$ cat config.mk
export PLATFORM = sky130hd
export DESIGN_NAME = idsa_diff
export DESIGN_NICKNAME = d
export VERILOG_FILES = /design/src/rtl/idsa_pkg.sv /design/src/rtl/idsa_diff.sv
export SDC_FILE = /design/constraint.sdc
export NUM_CORES = 2
export LEC_CHECK = 0
export BUFFER_PORTS_ARGS = -buffer_cell sky130_fd_sc_hd__buf_2
export CORE_MARGIN = 1.5
export CORE_UTILIZATION = 55
export DETAILED_ROUTE_END_ITERATION = 7
export PLACE_DENSITY_LB_ADDON = 0.12
export SKIP_CTS_REPAIR_TIMING = 1
export SLEW_MARGIN = 20
export SYNTH_ARGS = -nofsm -noshare
export SYNTH_HDL_FRONTEND = slang
export SYNTH_SLANG_ARGS = --single-unit
$ cat constraint.sdc
create_clock -name clock -period 15.7 [get_ports clock]
set_input_delay 0.785 -clock clock [delete_from_list [all_inputs] [get_ports clock]]
set_output_delay 0.785 -clock clock [all_outputs]
set_load 0.05 [all_outputs]
$ cat src/rtl/idsa_pkg.sv
`timescale 1ns / 1ps
// ----------------------------------------------------------------------------
// idsa_pkg
// Types and constants shared by the implicit diffusion stencil pipeline.
// ----------------------------------------------------------------------------
package idsa_pkg;

   localparam int VALUE_W     = 32;
   localparam int COORD_W     = 12;
   localparam int SIDE_W      = 13;
   localparam int COEF_W      = 31;
   localparam int MASK_W      = 4;
   localparam int CSR_INDEX_W = 3;
   localparam int FRAC_BITS   = 16;

   localparam logic [SIDE_W-1:0] GRID_SIDE_MIN = 13'd3;
   localparam logic [SIDE_W-1:0] GRID_SIDE_MAX = 13'd4096;

   localparam int MASK_TOP    = 0;
   localparam int MASK_BOTTOM = 1;
   localparam int MASK_LEFT   = 2;
   localparam int MASK_RIGHT  = 3;

   localparam int DIAG_W  = 33;
   localparam int TERM_W  = 34;
   localparam int NSUM_W  = 36;
   localparam int AX_W    = 64;
   localparam int DIFF_W  = 66;
   localparam int MAG_W   = 65;
   localparam int CHUNK_W = 32;
   localparam int PART_W  = CHUNK_W + COEF_W;
   localparam int PROD_W  = 96;
   localparam int ROUND_SHIFT = 2 * FRAC_BITS;
   localparam int QUOT_W  = PROD_W - ROUND_SHIFT;
   localparam int SAT_BIT = 40;
   localparam int SUM_W   = 43;

   localparam logic [DIAG_W-1:0] DIAG_FOUR = 33'(4) << FRAC_BITS;
   localparam logic [PROD_W-1:0] ROUND_HALF = 96'(1) << (ROUND_SHIFT - 1);

   localparam logic signed [VALUE_W-1:0] VALUE_MAX = 32'sh7FFF_FFFF;
   localparam logic signed [VALUE_W-1:0] VALUE_MIN = 32'sh8000_0000;

   typedef enum logic [CSR_INDEX_W-1:0] {
      CSR_FOURIER_NUMBER    = 3'd0,
      CSR_TOP_ROBIN_TERM    = 3'd1,
      CSR_BOTTOM_ROBIN_TERM = 3'd2,
      CSR_LEFT_ROBIN_TERM   = 3'd3,
      CSR_RIGHT_ROBIN_TERM  = 3'd4,
      CSR_WALL_NEUMANN_MASK = 3'd5,
      CSR_GRID_WIDTH        = 3'd6,
      CSR_GRID_HEIGHT       = 3'd7
   } idsa_csr_type;

   typedef enum logic [1:0] {
      WEIGHT_ZERO = 2'd0,
      WEIGHT_ONE  = 2'd1,
      WEIGHT_TWO  = 2'd2
   } idsa_weight_type;

   typedef struct packed {
      logic [COEF_W-1:0] fourier_number;
      logic [COEF_W-1:0] top_robin_term;
      logic [COEF_W-1:0] bottom_robin_term;
      logic [COEF_W-1:0] left_robin_term;
      logic [COEF_W-1:0] right_robin_term;
      logic [MASK_W-1:0] wall_neumann_mask;
      logic [SIDE_W-1:0] grid_width;
      logic [SIDE_W-1:0] grid_height;
   } idsa_cfg_type;

   localparam idsa_cfg_type CFG_RESET = '{
      fourier_number:    '0,
      top_robin_term:    '0,
      bottom_robin_term: '0,
      left_robin_term:   '0,
      right_robin_term:  '0,
      wall_neumann_mask: '0,
      grid_width:        GRID_SIDE_MIN,
      grid_height:       GRID_SIDE_MIN
   };

   typedef struct packed {
      logic signed [VALUE_W-1:0] center_value;
      logic signed [VALUE_W-1:0] below_value;
      logic signed [VALUE_W-1:0] above_value;
      logic signed [VALUE_W-1:0] left_value;
      logic signed [VALUE_W-1:0] right_value;
      logic [COORD_W-1:0]        column;
      logic [COORD_W-1:0]        row;
   } idsa_node_type;

   typedef struct packed {
      logic                      pass;
      logic signed [VALUE_W-1:0] x;
      logic [VALUE_W-1:0]        x_mag;
      logic [DIAG_W-1:0]         s;
      logic signed [TERM_W-1:0]  term_below;
      logic signed [TERM_W-1:0]  term_above;
      logic signed [TERM_W-1:0]  term_left;
      logic signed [TERM_W-1:0]  term_right;
   } idsa_dec_type;

   typedef struct packed {
      logic                      pass;
      logic signed [VALUE_W-1:0] x;
      logic                      neg;
      logic [MAG_W-1:0]          mag;
   } idsa_mag_type;

endpackage

$ cat src/rtl/idsa_diff.sv
`timescale 1ns / 1ps
// ----------------------------------------------------------------------------
// idsa_diff
// Forms S*x - N*2^fb exactly over three stages and splits sign and magnitude.
// ----------------------------------------------------------------------------
module idsa_diff (
   input  logic                   clock,
   input  logic                   reset,
   input  logic                   in_valid,
   output logic                   in_ready,
   input  idsa_pkg::idsa_dec_type in_dec,
   output logic                   out_valid,
   input  logic                   out_ready,
   output idsa_pkg::idsa_mag_type out_mag
);

   typedef struct packed {
      logic                                pass;
      logic signed [idsa_pkg::VALUE_W-1:0] x;
      logic [idsa_pkg::AX_W-1:0]           prod;
      logic signed [idsa_pkg::NSUM_W-1:0]  nsum;
   } prod_stage_type;

   typedef struct packed {
      logic                                pass;
      logic signed [idsa_pkg::VALUE_W-1:0] x;
      logic signed [idsa_pkg::DIFF_W-1:0]  diff;
   } diff_stage_type;

   logic                   valid2_ff;
   logic                   valid2_in;
   logic                   valid3_ff;
   logic                   valid3_in;
   logic                   valid4_ff;
   logic                   valid4_in;
   logic                   en2;
   logic                   en3;
   logic                   en4;
   prod_stage_type         st2_ff;
   prod_stage_type         st2_in;
   diff_stage_type         st3_ff;
   diff_stage_type         st3_in;
   idsa_pkg::idsa_mag_type st4_ff;
   idsa_pkg::idsa_mag_type st4_in;
   logic signed [idsa_pkg::DIFF_W-1:0] prod_s;
   logic signed [idsa_pkg::DIFF_W-1:0] nsum_s;
   logic signed [idsa_pkg::DIFF_W-1:0] mag_s;

   assign en4       = !valid4_ff || out_ready;
   assign en3       = !valid3_ff || en4;
   assign en2       = !valid2_ff || en3;
   assign in_ready  = en2;
   assign out_valid = valid4_ff;
   assign out_mag   = st4_ff;

   always_comb begin
      valid2_in = en2 ? in_valid : valid2_ff;
      st2_in    = st2_ff;
      if (en2) begin
         st2_in.pass = in_dec.pass;
         st2_in.x    = in_dec.x;
         st2_in.prod = idsa_pkg::AX_W'(in_dec.s) * idsa_pkg::AX_W'(in_dec.x_mag);
         st2_in.nsum = idsa_pkg::NSUM_W'(in_dec.term_below)
                     + idsa_pkg::NSUM_W'(in_dec.term_above)
                     + idsa_pkg::NSUM_W'(in_dec.term_left)
                     + idsa_pkg::NSUM_W'(in_dec.term_right);
      end
   end

   always_comb begin
      prod_s    = $signed({2'b00, st2_ff.prod});
      nsum_s    = idsa_pkg::DIFF_W'(st2_ff.nsum) <<< idsa_pkg::FRAC_BITS;
      valid3_in = en3 ? valid2_ff : valid3_ff;
      st3_in    = st3_ff;
      if (en3) begin
         st3_in.pass = st2_ff.pass;
         st3_in.x    = st2_ff.x;
         st3_in.diff = (st2_ff.x[idsa_pkg::VALUE_W-1] ? -prod_s : prod_s) - nsum_s;
      end
   end

   always_comb begin
      mag_s     = st3_ff.diff[idsa_pkg::DIFF_W-1] ? -st3_ff.diff : st3_ff.diff;
      valid4_in = en4 ? valid3_ff : valid4_ff;
      st4_in    = st4_ff;
      if (en4) begin
         st4_in.pass = st3_ff.pass;
         st4_in.x    = st3_ff.x;
         st4_in.neg  = st3_ff.diff[idsa_pkg::DIFF_W-1];
         st4_in.mag  = mag_s[idsa_pkg::MAG_W-1:0];
      end
   end

   always_ff @(posedge clock) begin
      if (reset) begin
         valid2_ff <= 1'b0;
         valid3_ff <= 1'b0;
         valid4_ff <= 1'b0;
      end else begin
         valid2_ff <= valid2_in;
         valid3_ff <= valid3_in;
         valid4_ff <= valid4_in;
      end
   end

   always_ff @(posedge clock) begin
      st2_ff <= st2_in;
      st3_ff <= st3_in;
      st4_ff <= st4_in;
   end

endmodule

Word level (Yosys, flattened, before mapping):

Index checks and enable logic that the tools add are counted.

* flip-flop bits (word level): 334
* latch bits: 0
* RAM bits: 0
* bits in read-only memories: 0
* bits of input ports: 238
* output and inout port bits: 101
* logic and storage cells: 29
* memories kept: 0

* add/sub/neg operators: 6
* multipliers: 1
* div/mod/pow operators: 0
* order comparisons: 0
* eq/ne operators: 0
* shifts and indexed selects: 0
* muxes and demuxes: 2
* bitwise gates (word level): 0
* reductions and logical operators: 6

Operators with widths (count)
* 66-bit 2-to-1 mux: 1
* 64-bit negator with 66-bit output: 1
* 66-bit by 52-bit subtractor with 66-bit output: 1
* 65-bit 2-to-1 mux: 1
* 65-bit negator: 1
* 33-bit by 32-bit multiplier with 64-bit output: 1
* 35-bit by 34-bit adder with 36-bit output: 1
* 36-bit by 34-bit adder with 36-bit output: 1
* 34-bit by 34-bit adder with 35-bit output: 1
* 1-bit logical NOT: 3
* 1-bit logical OR: 3

Longest topological paths before layout:

* depth in word-level cells: 4
* depth in mapped cells: 29
* mapped depth without buffers: 27

Worst setup path after synthesis:

Ideal clock, no wire load.

* path kind: input to register
* from: input port in_dec[188] (netlist bit)
* to: register st2_ff (netlist bit prod_s[62]) (data pin)
* library setup time: 0.259 ns
* arrival: 7.578 ns
* data required time: 15.441 ns
* path slack: 7.863 ns
* cell stages on the path: 26
* path buffers: 2
* cell sequence: clkbuf_1 -> nand2_1 -> fa_1 -> fa_1 -> inv_1 -> fa_1 -> inv_1 -> fa_1 -> inv_1 -> fa_1 -> fa_1 -> fa_1 -> inv_1 -> fa_1 -> inv_1 -> ha_1 -> clkbuf_1 -> a21oi_1 -> o21ai_0 -> a2111oi_0 -> nor3_1 -> nor4_1 -> a221o_1 -> o211ai_1 -> o21a_1 -> a211o_1

* longest elaborated chain between the ends: 1

RTL lines
* from (decl): line idsa_diff.sv:11 `input idsa_pkg::idsa_dec_type in_dec,`
* 33-bit by 32-bit multiplier with 64-bit output: line idsa_diff.sv:62 `st2_in.prod = idsa_pkg::AX_W'(in_dec.s) * idsa_pkg::AX_W'(in_dec.x_mag);`
* to (signal assigned): line idsa_diff.sv:107 `st2_ff <= st2_in;`
* to (decl): line idsa_diff.sv:39 `prod_stage_type st2_ff;`

Every way passes these cells.
A chain may end at the register's enable or synchronous reset.

Final worst setup path:

* from: input port in_dec[179] (netlist bit)
* to: register st2_ff (netlist bit prod_s[62]) (data pin)

Same word-level chain as after synthesis.

==> run_results.csv <==
group,metric,value,unit
clock_tree,cts_buffers,35,
run,cap_violations,0,
global_routing,grt_usage,28.4,%
global_routing,grt_first_pass_wirelength,218000,um
sta,whs,0.416,ns
route,vias,37263,
worst_setup_path,cpLargestDelayFamily,"adder cells",
sta,max_slew_margin,31.7,%
sta,rsz0062_at_grt,"no",
logic_synthesis,netlist_instances,5304,
logic_synthesis,syn_area,52700,sq um
global_routing,grt_max_degree,68,
floorplanning,chipHeight,312,um
clock_tree,clkSinkCount,334,
place,place_congestion,0.928,
floorplanning,pin_count,339,
route,top_layer,"met5",
worst_setup_path,critPathMaxFanout,33,
finish,multi_input_area,38000,sq um
worst_setup_path,crit_required,16.00,ns
clock_tree,clk_latency,0.55,ns
route,met2_length,67800,um
worst_setup_path,cp-start-kind,"input pin",
logic_synthesis,ys_types,72,
worst_setup_path,slowest_delay,0.64,ns
floorplanning,rows,113,
floorplanning,start_util,55.4,%
logic_synthesis,synth_edf_count,331,
sta,clock.fmax,118,MHz
min_path,min_path_type,"reg2reg",
finish,fin_util,59.1,%
global_routing,grt_pass1_vias,38791,
logic_synthesis,syn_nets,6881,
clock_tree,cts_tree,"built",
clock_tree,cts.clk_slew.worst_paths,0.06,ns
floorplanning,dieWidth,312,um
sta,tns,0,ns
worst_setup_path,cpMostUsedCell,"fa_1",
finish,diodes,0,
clock_tree,cts_root_buffer,"clkbuf_16",
worst_setup_path,arrival,8.79,ns
sta,layout_min_cycle_time,8.49,ns
global_routing,antenna_found_initial,4,
clock_tree,cts_buffer_depth,3,
finish,final_layout_size_suffix_gt1_share,8.00,%
sta,tightest_slew,1.01,ns
finish,stdcell_count,6726,
sta,setup_viol,0,
floorplanning,core-area,95000,sq um
route,ant_nets,0,
place,port_buffers,338,
finish,seqCellArea,10000,sq um
clock_tree,cts.htree.levels,2,
place,placed_cells,6664,
finish,final_common_cell,"inv_1",
global_routing,overflow,0,
route,wirelength,136000,um
route,drtIter0Drc,2527,
status,outcome,"finished, final reports clean",
logic_synthesis,synth-seq-area-share,19.0,%
logic_synthesis,synth_async_sr_flop_share,0,%
floorplanning,die_area,97600,sq um
finish,finalNetCount,7013,
logic_synthesis,synth_seq_cells,334,
route,post_drt_via_cell_ratio,5.54,
sta,drv_slew,0,
route,drc_errors,0,
route,drtPass1Iterations,7,
finish,final_cell_mix,"inv_1 (996), fa_1 (995), nand2_1 (703)",
logic_synthesis,yosysWarnings,0,
route,wl_met1,56700,um
worst_setup_path,path_buf_inv,6,
worst_setup_path,cpMaxStageDelayCell,"buf_2",
worst_setup_path,crit_path_end_kind,"flop",
route,dr_wl_met3,7230,um
finish,n_fill_cell,8472,
route,routedWlPerCell,20.2,um
sta,finalCritPeriodShare,54.1,%
sta,hold_viol,0,
worst_setup_path,worstSetupPathType,"in2reg",
logic_synthesis,synth_area_per_cell,9.93,sq um
sta,fin_skew,0.0283,ns
finish,area_delta_synth_final,6.69,%
place,dp_hpwl,110000,um
logic_synthesis,synthFlopType,"edfxtp_1",
[cell families after synthesis]
logic type      Yosys count  share of synthesized area [%]
fa+ha+maj              1339                           46.0
xor+xnor                257                           4.27
compound gates          575                           7.13
flops                   334                           19.0
buf+inv                1249                           8.90
simple gates           1546                           14.6
mux                       4                         0.0784
[area by class of cell]
cell class                      instances  share of cell area, %
Timing Repair Buffer                  346                   3.12
Clock inverter                         23                  0.394
Clock buffer                           39                   1.59
Tap cell                             1265                   2.82
Multi-Input combinational cell       3721                   67.6
Sequential cell                       334                   17.8
Inverter                              998                   6.68
[path summary, 6_finish.rpt]
| kind | from | to | slack (ns) | cells past startpoint |
|---|---|---|---|---|
| setup / recovery | in_dec[179] | prod_s[62]$_DFFE_PP_ | 7.21 | 25 |
| hold / removal | st3_ff[73]$_DFFE_PP_ | out_mag[73]$_DFFE_PP_ | 0.42 | 0 |
| setup reg to reg | prod_s[7]$_DFFE_PP_ | st3_ff[65]$_DFFE_PP_ | 9.47 | 14 |
| hold reg to reg | st3_ff[73]$_DFFE_PP_ | out_mag[73]$_DFFE_PP_ | 0.42 | 0 |
[cells in the mapped netlist, types with 33 or more instances]
| library cell | number | area share, % |
|---|---|---|
| inv_1 | 998 | 7.1 |
| fa_1 | 995 | 38 |
| nand2_1 | 704 | 5.0 |
| and2_1 | 492 | 5.8 |
| ha_1 | 344 | 8.2 |
| edfxtp_1 | 331 | 19 |
| clkbuf_1 | 246 | 1.8 |
| xnor2_1 | 216 | 3.6 |
| a21oi_1 | 148 | 1.4 |
| o21ai_0 | 116 | 1.1 |
| nor2_1 | 89 | 0.63 |
| a21o_1 | 88 | 1.3 |
| o31ai_1 | 49 | 0.70 |
| nand3_1 | 44 | 0.42 |
| xor2_1 | 41 | 0.68 |
| nor3_1 | 33 | 0.31 |
[registers in the layout, summed over array words and instances (netlist names)]
register / count
nsum_s: 36
prod_s: 64
st2_ff: 33
valid3_ff: 1
st3_ff: 99
out_mag: 99
valid2_ff: 1
out_valid: 1
[per-layer routing]
metal	track usage (%)	vias up
li1	-	16804
met1	38.0	19052
met2	48.7	1154
met3	3.34	245
met4	8.36	8
met5	0	-
[per-stage QoR]
stage	area, sq um	worst slack [ns]
finish	56200	7.21
global route	56200	6.94
CTS	56200	7.29
detailed placement	55100	6.71
global placement	55100	6.84
floorplan	52700	7.86
Power is left out: the tool's default activity adds up to more than one toggle a clock period on the data nets, which glitch-free logic cannot reach.
