===== config.mk =====
export PLATFORM = sky130hd
export DESIGN_NAME = idsa_decode
export DESIGN_NICKNAME = d
export VERILOG_FILES = /design/src/rtl/idsa_pkg.sv /design/src/rtl/idsa_decode.sv
export SDC_FILE = /design/constraint.sdc
export NUM_CORES = 1
export LEC_CHECK = 0
export BUFFER_PORTS_ARGS = -buffer_cell sky130_fd_sc_hd__buf_2
export CELL_PAD_IN_SITES_DETAIL_PLACEMENT = 1
export CELL_PAD_IN_SITES_GLOBAL_PLACEMENT = 1
export CORE_AREA = 2 2 235 237
export CTS_CLUSTER_SIZE = 30
export DETAILED_ROUTE_END_ITERATION = 12
export DIE_AREA = 0 0 237 239
export PLACE_DENSITY = 0.74
export SETUP_SLACK_MARGIN = 0.02
export SLEW_MARGIN = 10
export SYNTH_ARGS = -nofsm -noshare
export SYNTH_HDL_FRONTEND = slang
export SYNTH_SLANG_ARGS = --single-unit

===== constraint.sdc =====
create_clock -name clock -period 22.8 [get_ports clock]
set_clock_uncertainty 0.05 [all_clocks]
set_input_delay 4.56 -clock clock [delete_from_list [all_inputs] [get_ports clock]]
set_output_delay 4.56 -clock clock [all_outputs]
set_load 0.1 [all_outputs]

===== src/rtl/idsa_pkg.sv =====
`timescale 1ns / 1ps
// ----------------------------------------------------------------------------
// idsa_pkg
// Types and constants shared by the implicit diffusion stencil pipeline.
// ----------------------------------------------------------------------------
package idsa_pkg;

   localparam int VALUE_W     = 32;
   localparam int COORD_W     = 12;
   localparam int SIDE_W      = 13;
   localparam int COEF_W      = 31;
   localparam int MASK_W      = 4;
   localparam int CSR_INDEX_W = 3;
   localparam int FRAC_BITS   = 16;

   localparam logic [SIDE_W-1:0] GRID_SIDE_MIN = 13'd3;
   localparam logic [SIDE_W-1:0] GRID_SIDE_MAX = 13'd4096;

   localparam int MASK_TOP    = 0;
   localparam int MASK_BOTTOM = 1;
   localparam int MASK_LEFT   = 2;
   localparam int MASK_RIGHT  = 3;

   localparam int DIAG_W  = 33;
   localparam int TERM_W  = 34;
   localparam int NSUM_W  = 36;
   localparam int AX_W    = 64;
   localparam int DIFF_W  = 66;
   localparam int MAG_W   = 65;
   localparam int CHUNK_W = 32;
   localparam int PART_W  = CHUNK_W + COEF_W;
   localparam int PROD_W  = 96;
   localparam int ROUND_SHIFT = 2 * FRAC_BITS;
   localparam int QUOT_W  = PROD_W - ROUND_SHIFT;
   localparam int SAT_BIT = 40;
   localparam int SUM_W   = 43;

   localparam logic [DIAG_W-1:0] DIAG_FOUR = 33'(4) << FRAC_BITS;
   localparam logic [PROD_W-1:0] ROUND_HALF = 96'(1) << (ROUND_SHIFT - 1);

   localparam logic signed [VALUE_W-1:0] VALUE_MAX = 32'sh7FFF_FFFF;
   localparam logic signed [VALUE_W-1:0] VALUE_MIN = 32'sh8000_0000;

   typedef enum logic [CSR_INDEX_W-1:0] {
      CSR_FOURIER_NUMBER    = 3'd0,
      CSR_TOP_ROBIN_TERM    = 3'd1,
      CSR_BOTTOM_ROBIN_TERM = 3'd2,
      CSR_LEFT_ROBIN_TERM   = 3'd3,
      CSR_RIGHT_ROBIN_TERM  = 3'd4,
      CSR_WALL_NEUMANN_MASK = 3'd5,
      CSR_GRID_WIDTH        = 3'd6,
      CSR_GRID_HEIGHT       = 3'd7
   } idsa_csr_type;

   typedef enum logic [1:0] {
      WEIGHT_ZERO = 2'd0,
      WEIGHT_ONE  = 2'd1,
      WEIGHT_TWO  = 2'd2
   } idsa_weight_type;

   typedef struct packed {
      logic [COEF_W-1:0] fourier_number;
      logic [COEF_W-1:0] top_robin_term;
      logic [COEF_W-1:0] bottom_robin_term;
      logic [COEF_W-1:0] left_robin_term;
      logic [COEF_W-1:0] right_robin_term;
      logic [MASK_W-1:0] wall_neumann_mask;
      logic [SIDE_W-1:0] grid_width;
      logic [SIDE_W-1:0] grid_height;
   } idsa_cfg_type;

   localparam idsa_cfg_type CFG_RESET = '{
      fourier_number:    '0,
      top_robin_term:    '0,
      bottom_robin_term: '0,
      left_robin_term:   '0,
      right_robin_term:  '0,
      wall_neumann_mask: '0,
      grid_width:        GRID_SIDE_MIN,
      grid_height:       GRID_SIDE_MIN
   };

   typedef struct packed {
      logic signed [VALUE_W-1:0] center_value;
      logic signed [VALUE_W-1:0] below_value;
      logic signed [VALUE_W-1:0] above_value;
      logic signed [VALUE_W-1:0] left_value;
      logic signed [VALUE_W-1:0] right_value;
      logic [COORD_W-1:0]        column;
      logic [COORD_W-1:0]        row;
   } idsa_node_type;

   typedef struct packed {
      logic                      pass;
      logic signed [VALUE_W-1:0] x;
      logic [VALUE_W-1:0]        x_mag;
      logic [DIAG_W-1:0]         s;
      logic signed [TERM_W-1:0]  term_below;
      logic signed [TERM_W-1:0]  term_above;
      logic signed [TERM_W-1:0]  term_left;
      logic signed [TERM_W-1:0]  term_right;
   } idsa_dec_type;

   typedef struct packed {
      logic                      pass;
      logic signed [VALUE_W-1:0] x;
      logic                      neg;
      logic [MAG_W-1:0]          mag;
   } idsa_mag_type;

endpackage


===== src/rtl/idsa_decode.sv =====
`timescale 1ns / 1ps
// ----------------------------------------------------------------------------
// idsa_decode
// Node classification stage: wall and corner detection, weights, diagonal.
// ----------------------------------------------------------------------------
module idsa_decode (
   input  logic                   clock,
   input  logic                   reset,
   input  idsa_pkg::idsa_cfg_type cfg,
   input  logic                   in_valid,
   output logic                   in_ready,
   input  idsa_pkg::idsa_node_type in_node,
   output logic                   out_valid,
   input  logic                   out_ready,
   output idsa_pkg::idsa_dec_type out_dec
);

   function automatic logic [idsa_pkg::SIDE_W-1:0] clamp_side(
      input logic [idsa_pkg::SIDE_W-1:0] v
   );
      logic [idsa_pkg::SIDE_W-1:0] r;
      priority if (v < idsa_pkg::GRID_SIDE_MIN) r = idsa_pkg::GRID_SIDE_MIN;
      else if (v > idsa_pkg::GRID_SIDE_MAX) r = idsa_pkg::GRID_SIDE_MAX;
      else r = v;
      return r;
   endfunction

   function automatic logic signed [idsa_pkg::TERM_W-1:0] weigh(
      input logic signed [idsa_pkg::VALUE_W-1:0] v,
      input idsa_pkg::idsa_weight_type           w
   );
      logic signed [idsa_pkg::TERM_W-1:0] r;
      unique case (w)
         idsa_pkg::WEIGHT_ZERO: r = '0;
         idsa_pkg::WEIGHT_ONE:  r = idsa_pkg::TERM_W'(v);
         idsa_pkg::WEIGHT_TWO:  r = idsa_pkg::TERM_W'(v) <<< 1;
         default:               r = '0;
      endcase
      return r;
   endfunction

   logic                           valid_ff;
   logic                           valid_in;
   logic                           enable;
   idsa_pkg::idsa_dec_type         dec_ff;
   idsa_pkg::idsa_dec_type         dec_in;

   logic [idsa_pkg::SIDE_W-1:0]    w_side;
   logic [idsa_pkg::SIDE_W-1:0]    h_side;
   logic [idsa_pkg::SIDE_W-1:0]    col13;
   logic [idsa_pkg::SIDE_W-1:0]    row13;
   logic                           outside;
   logic                           top;
   logic                           bot;
   logic                           lc;
   logic                           rc;
   logic                           tn;
   logic                           bn;
   logic                           ln;
   logic                           rn;
   logic                           pass;
   idsa_pkg::idsa_weight_type      wb;
   idsa_pkg::idsa_weight_type      wa;
   idsa_pkg::idsa_weight_type      wl;
   idsa_pkg::idsa_weight_type      wr;
   logic [idsa_pkg::COEF_W:0]      s_add;
   logic signed [idsa_pkg::VALUE_W-1:0] vb;
   logic signed [idsa_pkg::VALUE_W-1:0] va;
   logic signed [idsa_pkg::VALUE_W-1:0] vl;
   logic signed [idsa_pkg::VALUE_W-1:0] vr;

   assign enable    = !valid_ff || out_ready;
   assign in_ready  = enable;
   assign out_valid = valid_ff;
   assign out_dec   = dec_ff;

   always_comb begin
      w_side  = clamp_side(cfg.grid_width);
      h_side  = clamp_side(cfg.grid_height);
      col13   = {1'b0, in_node.column};
      row13   = {1'b0, in_node.row};
      outside = (col13 >= w_side) || (row13 >= h_side);
      top     = row13 == (h_side - 13'd1);
      bot     = row13 == '0;
      lc      = col13 == '0;
      rc      = col13 == (w_side - 13'd1);
      tn      = cfg.wall_neumann_mask[idsa_pkg::MASK_TOP];
      bn      = cfg.wall_neumann_mask[idsa_pkg::MASK_BOTTOM];
      ln      = cfg.wall_neumann_mask[idsa_pkg::MASK_LEFT];
      rn      = cfg.wall_neumann_mask[idsa_pkg::MASK_RIGHT];
      vb      = bot ? '0 : in_node.below_value;
      va      = top ? '0 : in_node.above_value;
      vl      = lc  ? '0 : in_node.left_value;
      vr      = rc  ? '0 : in_node.right_value;
   end

   always_comb begin
      wb    = idsa_pkg::WEIGHT_ONE;
      wa    = idsa_pkg::WEIGHT_ONE;
      wl    = idsa_pkg::WEIGHT_ONE;
      wr    = idsa_pkg::WEIGHT_ONE;
      s_add = '0;
      pass  = 1'b0;
      priority if (outside) begin
         pass = 1'b1;
      end else if (!(top || bot || lc || rc)) begin
         s_add = '0;
      end else if (tn && top) begin
         wa = idsa_pkg::WEIGHT_ZERO;
         wb = idsa_pkg::WEIGHT_TWO;
         priority if (lc && ln) begin
            wl    = idsa_pkg::WEIGHT_ZERO;
            wr    = idsa_pkg::WEIGHT_TWO;
            s_add = {1'b0, cfg.top_robin_term} + {1'b0, cfg.left_robin_term};
         end else if (rc && rn) begin
            wr    = idsa_pkg::WEIGHT_ZERO;
            wl    = idsa_pkg::WEIGHT_TWO;
            s_add = {1'b0, cfg.top_robin_term} + {1'b0, cfg.right_robin_term};
         end else begin
            s_add = {1'b0, cfg.top_robin_term};
         end
      end else if (bn && bot) begin
         wb = idsa_pkg::WEIGHT_ZERO;
         wa = idsa_pkg::WEIGHT_TWO;
         priority if (lc && ln) begin
            wl    = idsa_pkg::WEIGHT_ZERO;
            wr    = idsa_pkg::WEIGHT_TWO;
            s_add = {1'b0, cfg.left_robin_term} + {1'b0, cfg.bottom_robin_term};
         end else if (rc && rn) begin
            wr    = idsa_pkg::WEIGHT_ZERO;
            wl    = idsa_pkg::WEIGHT_TWO;
            s_add = {1'b0, cfg.right_robin_term} + {1'b0, cfg.bottom_robin_term};
         end else begin
            s_add = {1'b0, cfg.bottom_robin_term};
         end
      end else if (ln && lc && !top && !bot) begin
         wl    = idsa_pkg::WEIGHT_ZERO;
         wr    = idsa_pkg::WEIGHT_TWO;
         s_add = {1'b0, cfg.left_robin_term};
      end else if (rn && rc && !top && !bot) begin
         wr    = idsa_pkg::WEIGHT_ZERO;
         wl    = idsa_pkg::WEIGHT_TWO;
         s_add = {1'b0, cfg.right_robin_term};
      end else begin
         pass = 1'b1;
      end
   end

   always_comb begin
      valid_in = enable ? in_valid : valid_ff;
      dec_in   = dec_ff;
      if (enable) begin
         dec_in.pass       = pass;
         dec_in.x          = in_node.center_value;
         dec_in.x_mag      = in_node.center_value[idsa_pkg::VALUE_W-1]
                           ? (~in_node.center_value + 32'd1) : in_node.center_value;
         dec_in.s          = idsa_pkg::DIAG_FOUR + idsa_pkg::DIAG_W'(s_add);
         dec_in.term_below = weigh(vb, wb);
         dec_in.term_above = weigh(va, wa);
         dec_in.term_left  = weigh(vl, wl);
         dec_in.term_right = weigh(vr, wr);
      end
   end

   always_ff @(posedge clock) begin
      if (reset) begin
         valid_ff <= 1'b0;
      end else begin
         valid_ff <= valid_in;
      end
   end

   always_ff @(posedge clock) begin
      dec_ff <= dec_in;
   end

endmodule


# After elaboration in Yosys (flattened, before gate mapping)
# Index checks and enable logic that the tools add are counted.
# totals
regBits	235
in_bits	373
word_cells	105
# classes
n_addsub	8
magnitude_cmp	6
eq_ne	10
mux	52
bitwise	1
reduce_logical	18
# ops
cell	n
$mux 32	12
$pmux 34 s2	4
$add 31x31->32	4
$mux 31	3
$mux 13	4
$mux 2	21
$add 19x32->33 const A	1
$add 32x1->32 const B	1
$not 32->32	1
$eq 12x13->1	2
$ge 12x13->1	2
$gt 13x13->1 const B	2
$lt 13x2->1 const B	2
$sub 13x1->13 const B	2
$logic_not 12->1	2
$eq 2x1->1 const B	4
$eq 2x2->1 const B	4
$logic_and 1x1->1	8
$mux 1	8
$logic_or 1x1->1	5
$logic_not 1->1	3

# Depth between registers and ports, before layout
# Gate-level depths: netlist (run 1).
# depth
depth_word	16
depth_mapped	28
ltp_nobuf	23

# Least setup slack after synthesis (run 1)
# No wires, ideal clock.
# synth_timing
path_type	input port to output port
start	in out_ready
end	out in_ready
arrival_time_ns	10.759
t_required_ns	18.190
slack_ns	7.431
cell_stages	1
path_buffers	0
path_cell_list	nand2b_1
# synth_between
elab_chain_len	1
# synth_lines
element	line	rtl
start: declaration	idsa_decode.sv:14	input logic out_ready,
$logic_or 1x1->1	idsa_decode.sv:72	assign enable = !valid_ff || out_ready;
end: declaration	idsa_decode.sv:11	output logic in_ready,
# No other way between the ends.

# Worst setup path after layout (run 1)
# layout_timing
start	in cfg[23] in the netlist's numbering
end	reg dec_ff, in the netlist out_dec[162] (data pin)
# layout_between
elab_chain_len	15
word_cells_on_any_way	23
classes_between	2 x add/sub; 3 x order compare; 1 x eq/ne; 12 x mux; 5 x reduce/logical
# layout_lines
element	line	rtl
start: declaration	idsa_decode.sv:9	input idsa_pkg::idsa_cfg_type cfg,
$gt 13x13->1	idsa_decode.sv:23	else if (v > idsa_pkg::GRID_SIDE_MAX) r = idsa_pkg::GRID_SIDE_MAX;
$mux 13	idsa_decode.sv:23	
$mux 13 *	idsa_decode.sv:22	priority if (v < idsa_pkg::GRID_SIDE_MIN) r = idsa_pkg::GRID_SIDE_MIN;
$sub 13x1->13	idsa_decode.sv:86	rc = col13 == (w_side - 13'd1);
$eq 12x13->1	idsa_decode.sv:86	
$logic_and 1x1->1	idsa_decode.sv:115, idsa_decode.sv:129, idsa_decode.sv:140	
$logic_and 1x1->1 (2 in a row)	idsa_decode.sv:140	end else if (rn && rc && !top && !bot) begin
$mux 31	idsa_decode.sv:140	
$mux 31	idsa_decode.sv:136	end else if (ln && lc && !top && !bot) begin
$mux 32	idsa_decode.sv:122	end else if (bn && bot) begin
$mux 32	idsa_decode.sv:108	end else if (tn && top) begin
$mux 32	idsa_decode.sv:106	end else if (!(top || bot || lc || rc)) begin
$mux 32 *	idsa_decode.sv:104	priority if (outside) begin
$add 19x32->33 *	idsa_decode.sv:157	dec_in.s = idsa_pkg::DIAG_FOUR + idsa_pkg::DIAG_W'(s_add);
end signal: assignment	idsa_decode.sv:174	dec_ff <= dec_in;
end: declaration	idsa_decode.sv:45	idsa_pkg::idsa_dec_type dec_ff;
# Every way passes the cells marked *; elsewhere a longest branch is shown, timed or not.
# A chain may end at the register's enable or synchronous reset.

==> metrics.md, run 1 <==
| Metric | Value |
|---|---|
| Synth top area cells | `edfxtp_1, ha_1, a22oi_1, xnor2_1, nor2_1` |
| Total global-route track usage | `0.293` |
| GRT overflow | `0` |
| Clock power frac | `0.254` |
| F_max | `88.0 MHz` |
| # Max-Cap Violations | `0` |
| Kind of critical path | `input pin to flip-flop` |
| Slowest cell on crit path | `and4b_1` |
| Worst-path clk slew | `0.06 ns` |
| Crit-path max cell delay | `0.53 ns` |
| I/O Buffers | `577` |
| Gp weighted congestion | `0.979` |
| Die area | `56600 sq um` |
| Vias in the first global route | `20700` |
| Area share of the largest cell type after synthesis | `0.344` |
| Commonest cells in the netlist | `nor2_1, edfxtp_1, a21oi_1` |
| Clock latency on the worst-skew pair | `0.53 ns` |
| Drt wl/cell | `25.1 um` |
| Worst hold path class | `flip-flop to flip-flop` |
| Post-CTS Hold Fix Bufs | `0` |
| Comb power frac | `0.398` |
| DRC | `0` |
| Ys Warns | `0` |
| Worst Hold Launch | `out_valid` |
| Initial antenna violation count | `20` |
| Area of the core | `54300 sq um` |
| Run status | `completed` |
| Dpl hpwl | `69.4 mm` |
| Highest fanout seen on the critical path | `16` |
| Initial Utilization | `0.368` |
| Psw | `0.000607 W` |
| Top-count cell post-synth | `nor2_1` |
| Post-CTS setup repair buffer count | `0` |
| DR iter-0 viols | `1557` |
| Avg Cell Area, Syn | `8.94 sq um` |
| PostCTS Resize Cnt | `0` |
| Pwr/cell area | `60.2 nW/um^2` |
| Longest Clk Path Bufs | `3` |
| Crit path launch | `cfg[23]` |
| Int Pwr | `0.000853 W` |
| Num ports | `609` |
| Via density | `5.99` |
| Largest delay share family, worst path | `simple AND/OR/NAND/NOR gates` |
| First-pass GRT wire length | `128 mm` |
| Final Power | `0.00146 W` |
| Leak | `10.4 nW` |
| Critical path data arrival time | `11.57 ns` |
| Sequential power share | `0.348` |
| Layout area overhead | `21.5%` |
| Synthesized cell area | `20000 sq um` |
| Vias after detailed routing | `20800` |
| Worst vdd ir | `0.0418 mV` |
| Switch share | `0.416` |
| Final setup viols | `0` |
| Pre-antenna DRT Iters | `5` |
| Slew Limit Fails | `0` |
| Yosys reg bits | `230` |
| Worst path bufs/invs | `2` |
| Number of placement rows | `86` |
| Final hold vios | `0` |
| Area leader, netlist | `edfxtp_1` |
| Dominant synthesized flop cell | `edfxtp_1` |
| Finished Layout Cells | `3475` |
| RSZ-0062 raised after global routing | `false` |
| Clk sinks | `230` |
| CP endpoint kind | `flip-flop` |
| Reg-to-Reg Start | `out_valid` |
| Antenna viol nets, final | `0` |
| CTS tree | `yes` |
| Cells after synthesis | `2235` |
| Post-synth EDFFs | `229` |
| Layout Nets | `3278` |
| Final Routed Wirelength | `87.2 mm` |
| Crit path time final | `11.36 ns` |
| Synth cell types | `86` |
| Die Span X | `237 um` |
| CTS Root Cell | `clkbuf_16` |
| CP required | `23.01 ns` |
| Register area share after synthesis | `0.345` |
| TNS Setup | `0 ns` |
| H-Tree Depth | `1` |
| Die Ht | `239 um` |
| Filler cells | `6489` |
| Synth Net Count | `2772` |
| DP Cell Count | `3420` |
| Period utilization | `0.498` |
| Critical Path, Cell by Cell | `buf_2, nor3_1, and3_1, nor2_1, nor2_2, inv_1, ha_1, and3b_1, a2111o_1, nand4b_1, a2111oi_0, and3_1, and4b_1, and2_1, a22oi_1, o21ai_0, nand3_1, a41oi_1, ha_1, nand2_1, nor4_2, and2b_1, or4b_1, xor2_1` |
| Largest net degree at the start of global routing | `178` |
| Worst slew margin | `0.185` |
| Worst setup SP type | `input pin` |
| Async set or reset register ratio after synthesis | `0` |
| Worst-margin pin slew | `1.22 ns` |
| CTS buffer count | `23` |
| Share of cells above drive strength 1 | `0.249` |
## metrics by stage
stage / util / worst slack [ns] / cell area, sq um / hold slack [ns]
2_1_floorplan: - / 7.43 / 20000 / 4.58
3_3_place_gp: 0.433 / 11.33 / 23500 / 1.04
3_5_place_dp: 0.433 / 11.16 / 23500 / 1.07
6_report: 0.447 / 11.44 / 24300 / 1.04
4_1_cts: 0.446 / 11.67 / 24200 / 1.08
5_1_grt: 0.447 / 11.03 / 24300 / 1.16
## sequential cells by signal, summed over array words and instances, names as in the netlist
name,cells
out_dec,229
out_valid,1
## metal layers
metal	wire length [um]	global-route usage	vias to the layer above
li1	-	-	9567
met1	34800	0.363	10200
met2	42200	0.505	823
met3	6110	0.0432	176
met4	3950	0.128	14
met5	82	0	-
## worst min-delay path: cells and delay by family, from the launching register on
| kind | cells | cell delay [ns] |
|---|---|---|
| DFF | 1 | 0.33 |
| and+or+nand+nor | 1 | 0.57 |
| AOI/OAI and AO/OA | 1 | 0.15 |
## layout by cell type, fill, tap and decap left out, types with 14 or more instances in the layout
master / count
nor3_1: 40
and3_1: 23
o21ai_0: 127
ha_1: 160
nor2_1: 245
or3_1: 21
xor2_1: 52
nand2b_1: 35
edfxtp_1: 229
nand2_1: 162
o31ai_1: 18
o21bai_1: 27
a211oi_1: 54
o21a_1: 20
a22oi_1: 133
nor2b_1: 19
buf_4: 24
a21oi_1: 169
a31oi_1: 33
a21o_1: 41
nor4_1: 20
xnor2_1: 109
clkbuf_16: 23
inv_1: 63
nand4_1: 14
buf_2: 577
nand3_1: 43
o211ai_1: 35
## path summary, 6_finish.rpt
check / endpoint / slack [ns] / cells past startpoint
max: out_dec[162] / 11.44 / 24
min reg2reg: out_valid / 1.04 / 2
min: out_valid / 1.04 / 2
max reg2reg: out_dec[44] / 20.54 / 2
## area by class of cell
type	count	area [sq um]	area share
multi-input cells	1820	12400	0.511
flip-flops and latches	230	6900	0.284
repair buffers	602	3090	0.127
well taps	704	881	0.0363
clock buffers	32	629	0.0259
inverters	64	240	0.00990
clock inverters	10	93.8	0.00387
diodes	13	32.5	0.00134
## logic make-up (layout without fill, tap and decap cells)
kind of cell	Yosys count	after routing	share of synthesized area
multiplexers	17	17	0.00877
other	0	13	0
buffers and inverters	185	708	0.0368
AND/OR/NAND/NOR	702	702	0.173
XOR/XNOR	161	161	0.0706
adder cells (fa/ha/maj)	164	164	0.104
AO/OA/AOI/OAI	776	776	0.262
flip-flops	230	230	0.345
## power by group through the flow
| stage | clock network [W] | logic (W) | registers (W) |
|---|---|---|---|
| after floorplan | 0 | 0.000209 | 0.000736 |
| after global placement | 0 | 0.000562 | 0.000516 |
| after detailed placement | 0 | 0.000574 | 0.000517 |
| after CTS | 0.000380 | 0.000576 | 0.000509 |
| after global routing | 0.000393 | 0.000613 | 0.000510 |
| final | 0.000371 | 0.000581 | 0.000508 |
No activity file was read; power rests on OpenSTA's default activity.
==> run 2: changes to the inputs <==
--- a/config.mk
+++ b/config.mk
@@ -8,10 +8,10 @@
 export BUFFER_PORTS_ARGS = -buffer_cell sky130_fd_sc_hd__buf_2
 export CELL_PAD_IN_SITES_DETAIL_PLACEMENT = 1
 export CELL_PAD_IN_SITES_GLOBAL_PLACEMENT = 1
-export CORE_AREA = 2 2 235 237
+export CORE_MARGIN = 2
+export CORE_UTILIZATION = 35
 export CTS_CLUSTER_SIZE = 30
 export DETAILED_ROUTE_END_ITERATION = 12
-export DIE_AREA = 0 0 237 239
 export PLACE_DENSITY = 0.74
 export SETUP_SLACK_MARGIN = 0.02
 export SLEW_MARGIN = 10
==> constraint.sdc (replaced) <==
create_clock -name clock -period 9.2 [get_ports clock]
set_clock_uncertainty 0.05 [all_clocks]
set_input_delay 1.84 -clock clock [delete_from_list [all_inputs] [get_ports clock]]
set_output_delay 1.84 -clock clock [all_outputs]
set_load 0.1 [all_outputs]
==> metrics.md, run 2 (synthesized netlist as in run 1, its figures left out) <==
| Metric | Value |
|---|---|
| Gp weighted congestion | `0.965 (-1.5%)` |
| Clock latency on the worst-skew pair | `0.55 ns (+0.02 ns)` |
| Largest register FFs | `229 (unchanged)` |
| TNS Setup | `0 ns (unchanged)` |
| Number of placement rows | `87 (+1.2%)` |
| Area of the core | `56400 sq um (+3.8%)` |
| Num ports | `609 (unchanged)` |
| Post-CTS setup repair buffer count | `0 (unchanged)` |
| Antenna viol nets, final | `0 (unchanged)` |
| Share of cells above drive strength 1 | `0.254 (+0.00469)` |
| Sequential power share | `0.339 (-0.009)` |
| Vias after detailed routing | `21100 (+1.3%)` |
| DRC | `0 (unchanged)` |
| Crit path time final | `8.12 ns` |
| CTS tree | `yes` |
| Leak | `10.5 nW (+0.89%)` |
| Final setup viols | `0 (unchanged)` |
| Worst-margin pin slew | `1.07 ns (-0.146 ns)` |
| Slew Limit Fails | `0 (unchanged)` |
| Pre-antenna DRT Iters | `5 (unchanged)` |
| CTS buffer count | `26 (+13%)` |
| RSZ-0062 raised after global routing | `false` |
| Slowest cell on crit path | `nor4_4` |
| CTS Root Cell | `clkbuf_16` |
| Crit-path max cell delay | `0.54 ns (about the same)` |
| Highest fanout seen on the critical path | `16 (unchanged)` |
| Die Ht | `243 um (+1.6%)` |
| Worst slew margin | `0.280 (+0.0952)` |
| Period utilization | `0.882` |
| Post-CTS Hold Fix Bufs | `0 (unchanged)` |
| Via density | `5.95 (-0.63%)` |
| Worst hold path class | `flip-flop to flip-flop` |
| Critical path data arrival time | `8.32 ns (-3.25 ns)` |
| Vias in the first global route | `21100 (+2.1%)` |
| Switch share | `0.419 (+0.00328)` |
| Die area | `59000 sq um (+4.2%)` |
| PostCTS Resize Cnt | `0 (unchanged)` |
| Run status | `completed` |
| Drt wl/cell | `25.5 um (+1.6%)` |
| Initial Utilization | `0.354 (-0.0133)` |
| Largest delay share family, worst path | `simple AND/OR/NAND/NOR gates` |
| Worst-path clk slew | `0.06 ns (about the same)` |
| Largest net degree at the start of global routing | `72 (-60%)` |
| First-pass GRT wire length | `134 mm (+4.5%)` |
| Fin worst setup slack | `1.08 ns (-10.36 ns)` |
| Clk sinks | `230 (unchanged)` |
| Met3 Use GR | `0.0450 (+0.00182)` |
| Most frequent cells in the layout | `buf_2, nor2_1, edfxtp_1` |
| Layout Nets | `3291 (+0.40%)` |
| CP required | `9.40 ns (-13.61 ns)` |
| H-Tree Depth | `1 (unchanged)` |
| Final hold vios | `0 (unchanged)` |
| Filler cells | `6821 (+5.1%)` |
| Critical Path, Cell by Cell | `buf_2, nor3_1, and3_1, nor2_1, nor2_2, inv_1, ha_1, and3b_1, a2111o_1, nand4b_1, a2111oi_0, nand4_1, nor4_4, buf_4, a31oi_1, and3_1, nor3_1, ha_1, nand2_1, nor4_2, and2b_1, or4b_1, xor2_1` |
| Global route hottest layer | `met2` |
| Int Pwr | `0.00216 W (+150%)` |
| Clock power frac | `0.271 (+0.017)` |
| Setup Slack @ Placement | `0.717 ns (-10.44 ns)` |
| Longest Clk Path Bufs | `3 (unchanged)` |
| Most common cell after layout, fill and taps aside | `buf_2` |
| Pwr/cell area | `152 nW/um^2 (+150%)` |
| Dpl hpwl | `73.2 mm (+5.4%)` |
| Met1 Use GR | `0.369 (+0.00534)` |
| Layout area overhead | `22.6%` |
| Met2 usage | `0.512 (+0.00701)` |
| I/O Buffers | `577 (unchanged)` |
| Die Span X | `243 um (+2.5%)` |
| DP Cell Count | `3482 (+1.8%)` |
| Worst path bufs/invs | `3 (+1)` |
| Psw | `0.00156 W (+160%)` |
| Finished Layout Cells | `3542 (+1.9%)` |
| Kind of critical path | `input pin to flip-flop` |
| Comb power frac | `0.390 (-0.008)` |
| Worst vdd ir | `0.141 mV (+240%)` |
| CP endpoint kind | `flip-flop` |
| Worst setup SP type | `input pin` |
| Total global-route track usage | `0.293 (+0.000469)` |
| # Max-Cap Violations | `0 (unchanged)` |
| F_max | `123 MHz` |
| Final Routed Wirelength | `90.3 mm (+3.6%)` |
| DR iter-0 viols | `1506 (-3.3%)` |
| GRT overflow | `0 (unchanged)` |
| Initial antenna violation count | `14 (-30%)` |
run 2: worst paths after layout:
path              from  depth (start not counted)            to  slack, ns
max reg2reg  out_valid                          3  out_dec[157]       6.30
min          out_valid                          1  out_dec[172]       0.89
min reg2reg  out_valid                          1  out_dec[172]       0.89
max            cfg[23]                         23  out_dec[162]       1.08
run 2: metal layers:
metal  vias to the layer above  part of all wire
met4                         2             0.031
met2                       833              0.49
met5                         -           0.00014
li1                       9613                 -
met1                     10500              0.41
met3                       150             0.068
run 2: metrics by stage:
| stage | utilization | cell area [sq um] | power (W) | hold WS, ns |
|---|---|---|---|---|
| detailed placement | 0.419 | 23600 | 0.00271 | 0.871 |
| global route | 0.434 | 24500 | 0.00386 | 0.941 |
| global placement | 0.419 | 23600 | 0.00268 | 0.846 |
| finish | 0.434 | 24500 | 0.00372 | 0.888 |
| floorplan | - | 20000 | 0.00234 | 1.86 |
| CTS | 0.434 | 24500 | 0.00373 | 0.895 |
run 2: power groups by stage:
stage                     clock, W  sequential, W  combinational [W]
after floorplan                  0        0.00182           0.000518
after global placement           0        0.00128            0.00140
after detailed placement         0        0.00128            0.00143
after CTS                  0.00103        0.00126            0.00144
after global routing       0.00106        0.00127            0.00153
final                      0.00101        0.00126            0.00145
run 2: cell type report:
cell class,count,area [sq um],area share
well taps,756,946,0.0386
clock buffers,29,662,0.0270
inverters,64,240,0.00981
repair buffers,612,3150,0.129
multi-input cells,1820,12400,0.507
clock inverters,19,154,0.00628
flip-flops and latches,230,6900,0.282
diodes,12,30.0,0.00123
==> run 3: changes to the inputs <==
--- a/config.mk
+++ b/config.mk
@@ -13,6 +13,7 @@
 export CTS_CLUSTER_SIZE = 30
 export DETAILED_ROUTE_END_ITERATION = 12
 export PLACE_DENSITY = 0.74
+export REMOVE_ABC_BUFFERS = 1
 export SETUP_SLACK_MARGIN = 0.02
 export SLEW_MARGIN = 10
 export SYNTH_ARGS = -nofsm -noshare
==> metrics.md, run 3 (synthesized netlist as in run 1, its figures left out) <==
| Metric | Value |
|---|---|
| Run status | `completed` |
| Via density | `5.88 (-1.2%)` |
| DR iter-0 viols | `1301 (-14%)` |
| Clock latency on the worst-skew pair | `0.58 ns (+0.03 ns)` |
| TNS Setup | `0 ns (unchanged)` |
| Initial Utilization | `0.354 (unchanged)` |
| Die Ht | `243 um (unchanged)` |
| Worst path bufs/invs | `3 (unchanged)` |
| Pre-antenna DRT Iters | `5 (unchanged)` |
| Highest fanout seen on the critical path | `16 (unchanged)` |
| Largest delay share family, worst path | `simple AND/OR/NAND/NOR gates` |
| Die area | `59000 sq um (unchanged)` |
| Final instance area | `24700 sq um (+0.85%)` |
| Drt wl/cell | `24.7 um (-3.1%)` |
| Final Routed Wirelength | `87.9 mm (-2.7%)` |
| RSZ-0062 raised after global routing | `false` |
| Longest Clk Path Bufs | `3 (unchanged)` |
| Most frequent cells in the layout | `buf_2, nor2_1, edfxtp_1` |
| Reg-to-Reg Start | `out_valid` |
| Worst vdd ir | `0.127 mV (-10%)` |
| Number of placement rows | `87 (unchanged)` |
| Worst Hold Launch | `out_valid` |
| Largest register FFs | `229 (unchanged)` |
| Worst-margin pin slew | `1.13 ns (+0.0633 ns)` |
| Kind of critical path | `input pin to flip-flop` |
| H-Tree Depth | `1 (unchanged)` |
| Gp weighted congestion | `0.950 (-1.6%)` |
| Share of cells above drive strength 1 | `0.258 (+0.00350)` |
| Period utilization | `0.862 (-0.0209)` |
| # Max-Cap Violations | `0 (unchanged)` |
| Setup Slack @ Placement | `0.771 ns (+0.0542 ns)` |
| Num ports | `609 (unchanged)` |
| Slew Limit Fails | `0 (unchanged)` |
| Initial antenna violation count | `48 (+34)` |
| CTS tree | `yes` |
| GRT overflow | `0 (unchanged)` |
| Critical path data arrival time | `8.19 ns (-0.13 ns)` |
| Fin worst setup slack | `1.27 ns (+0.193 ns)` |
| CP required | `9.46 ns (+0.06 ns)` |
| Leak | `10.6 nW (+0.83%)` |
| CTS buffer count | `28 (+7.7%)` |
| Area post-placement | `23700 sq um (about the same)` |
| Vias after detailed routing | `20900 (-0.79%)` |
| Vias in the first global route | `21300 (+0.99%)` |
| Layout Nets | `3295 (+0.12%)` |
| Total global-route track usage | `0.284 (-0.00938)` |
| Largest net degree at the start of global routing | `79 (+9.7%)` |
| Most common cell after layout, fill and taps aside | `buf_2` |
| Crit-path max cell delay | `0.57 ns (+0.03 ns)` |
| CP endpoint kind | `flip-flop` |
| Dpl hpwl | `70.2 mm (-4.0%)` |
| Area of the core | `56400 sq um (unchanged)` |
| DRC | `0 (unchanged)` |
| F_max | `126 MHz (+2.4%)` |
| Pwr/cell area | `158 nW/um^2 (+4.2%)` |
| Crit path launch | `cfg[23]` |
| Final setup viols | `0 (unchanged)` |
| Crit path time final | `7.93 ns (-0.193 ns)` |
| DP Cell Count | `3484 (+0.057%)` |
| WP depth | `25 (+8.7%)` |
| WHS Path Cells | `1 (unchanged)` |
| Finished Layout Cells | `3557 (+0.42%)` |
| Post-CTS Hold Fix Bufs | `0 (unchanged)` |
| Slowest cell on crit path | `nor3_1` |
| Worst slew margin | `0.236 (-0.0448)` |
| PostCTS Resize Cnt | `0 (unchanged)` |
| Worst hold path class | `flip-flop to flip-flop` |
| Clk sinks | `230 (unchanged)` |
| Worst-path clk slew | `0.06 ns (about the same)` |
| Filler cells | `6758 (-0.92%)` |
| Die Span X | `243 um (unchanged)` |
| Antenna viol nets, final | `0 (unchanged)` |
| Post-CTS setup repair buffer count | `0 (unchanged)` |
| I/O Buffers | `577 (unchanged)` |
| Worst r2r path cells | `3 (unchanged)` |
| First-pass GRT wire length | `130 mm (-2.6%)` |
| Layout area overhead | `23.6%` |
| Worst setup SP type | `input pin` |
| CTS Root Cell | `clkbuf_16` |
| Final hold vios | `0 (unchanged)` |
## run 3: cell types whose count changed in the layout (fill, tap and decap cells not counted), sizes merged
cell      change
inv           +3
clkinv        -4
buf           +2
clkinvlp      -1
clkbuf        +1
bufinv        +4
diode        +10
## run 3: cell type report
class | instances | area (sq um) | share of cell area
flip-flops and latches | 230 | 6900 | 0.279
clock buffers | 30 | 708 | 0.0287
inverters | 64 | 240 | 0.00972
well taps | 756 | 946 | 0.0383
repair buffers | 614 | 3170 | 0.128
diodes | 22 | 55.1 | 0.00223
multi-input cells | 1820 | 12400 | 0.502
clock inverters | 21 | 283 | 0.0114
## run 3: final timing paths
| path | endpoint | slack [ns] |
|---|---|---|
| setup / recovery | out_dec[162] | 1.27 |
| hold / removal | out_dec[211] | 0.82 |
| setup reg to reg | out_dec[2] | 6.45 |
| hold reg to reg | out_dec[211] | 0.82 |
## run 3: worst reg2reg max path, delay by kind of cell, from the launching register on
kind	cells	cell delay [ns]
buffers and inverters	2	1.58
flip-flops	1	0.33
AND/OR/NAND/NOR	1	0.33
## run 3: through the flow
step	power (W)	hold slack [ns]	util
finish	0.00390	0.824	0.438
global route	0.00405	0.885	0.438
CTS	0.00392	0.821	0.437
detailed placement	0.00270	0.811	0.420
global placement	0.00266	0.801	0.420
floorplan	0.00233	1.86	-
## run 3: layer usage
layer,up-vias,global-route usage,routed length (um)
met3,219,0.0623,6360
li1,9623,-,-
met2,803,0.525,44900
met1,10200,0.320,33300
met5,-,0,276
met4,42,0.0936,3100
## run 3: power breakdown
part           switching [W]  leakage, nW  internal, W
sequential         0.0000271         2.42      0.00124
combinational        0.00105         7.66     0.000369
clock               0.000507        0.483     0.000710
total                0.00159         10.6      0.00231
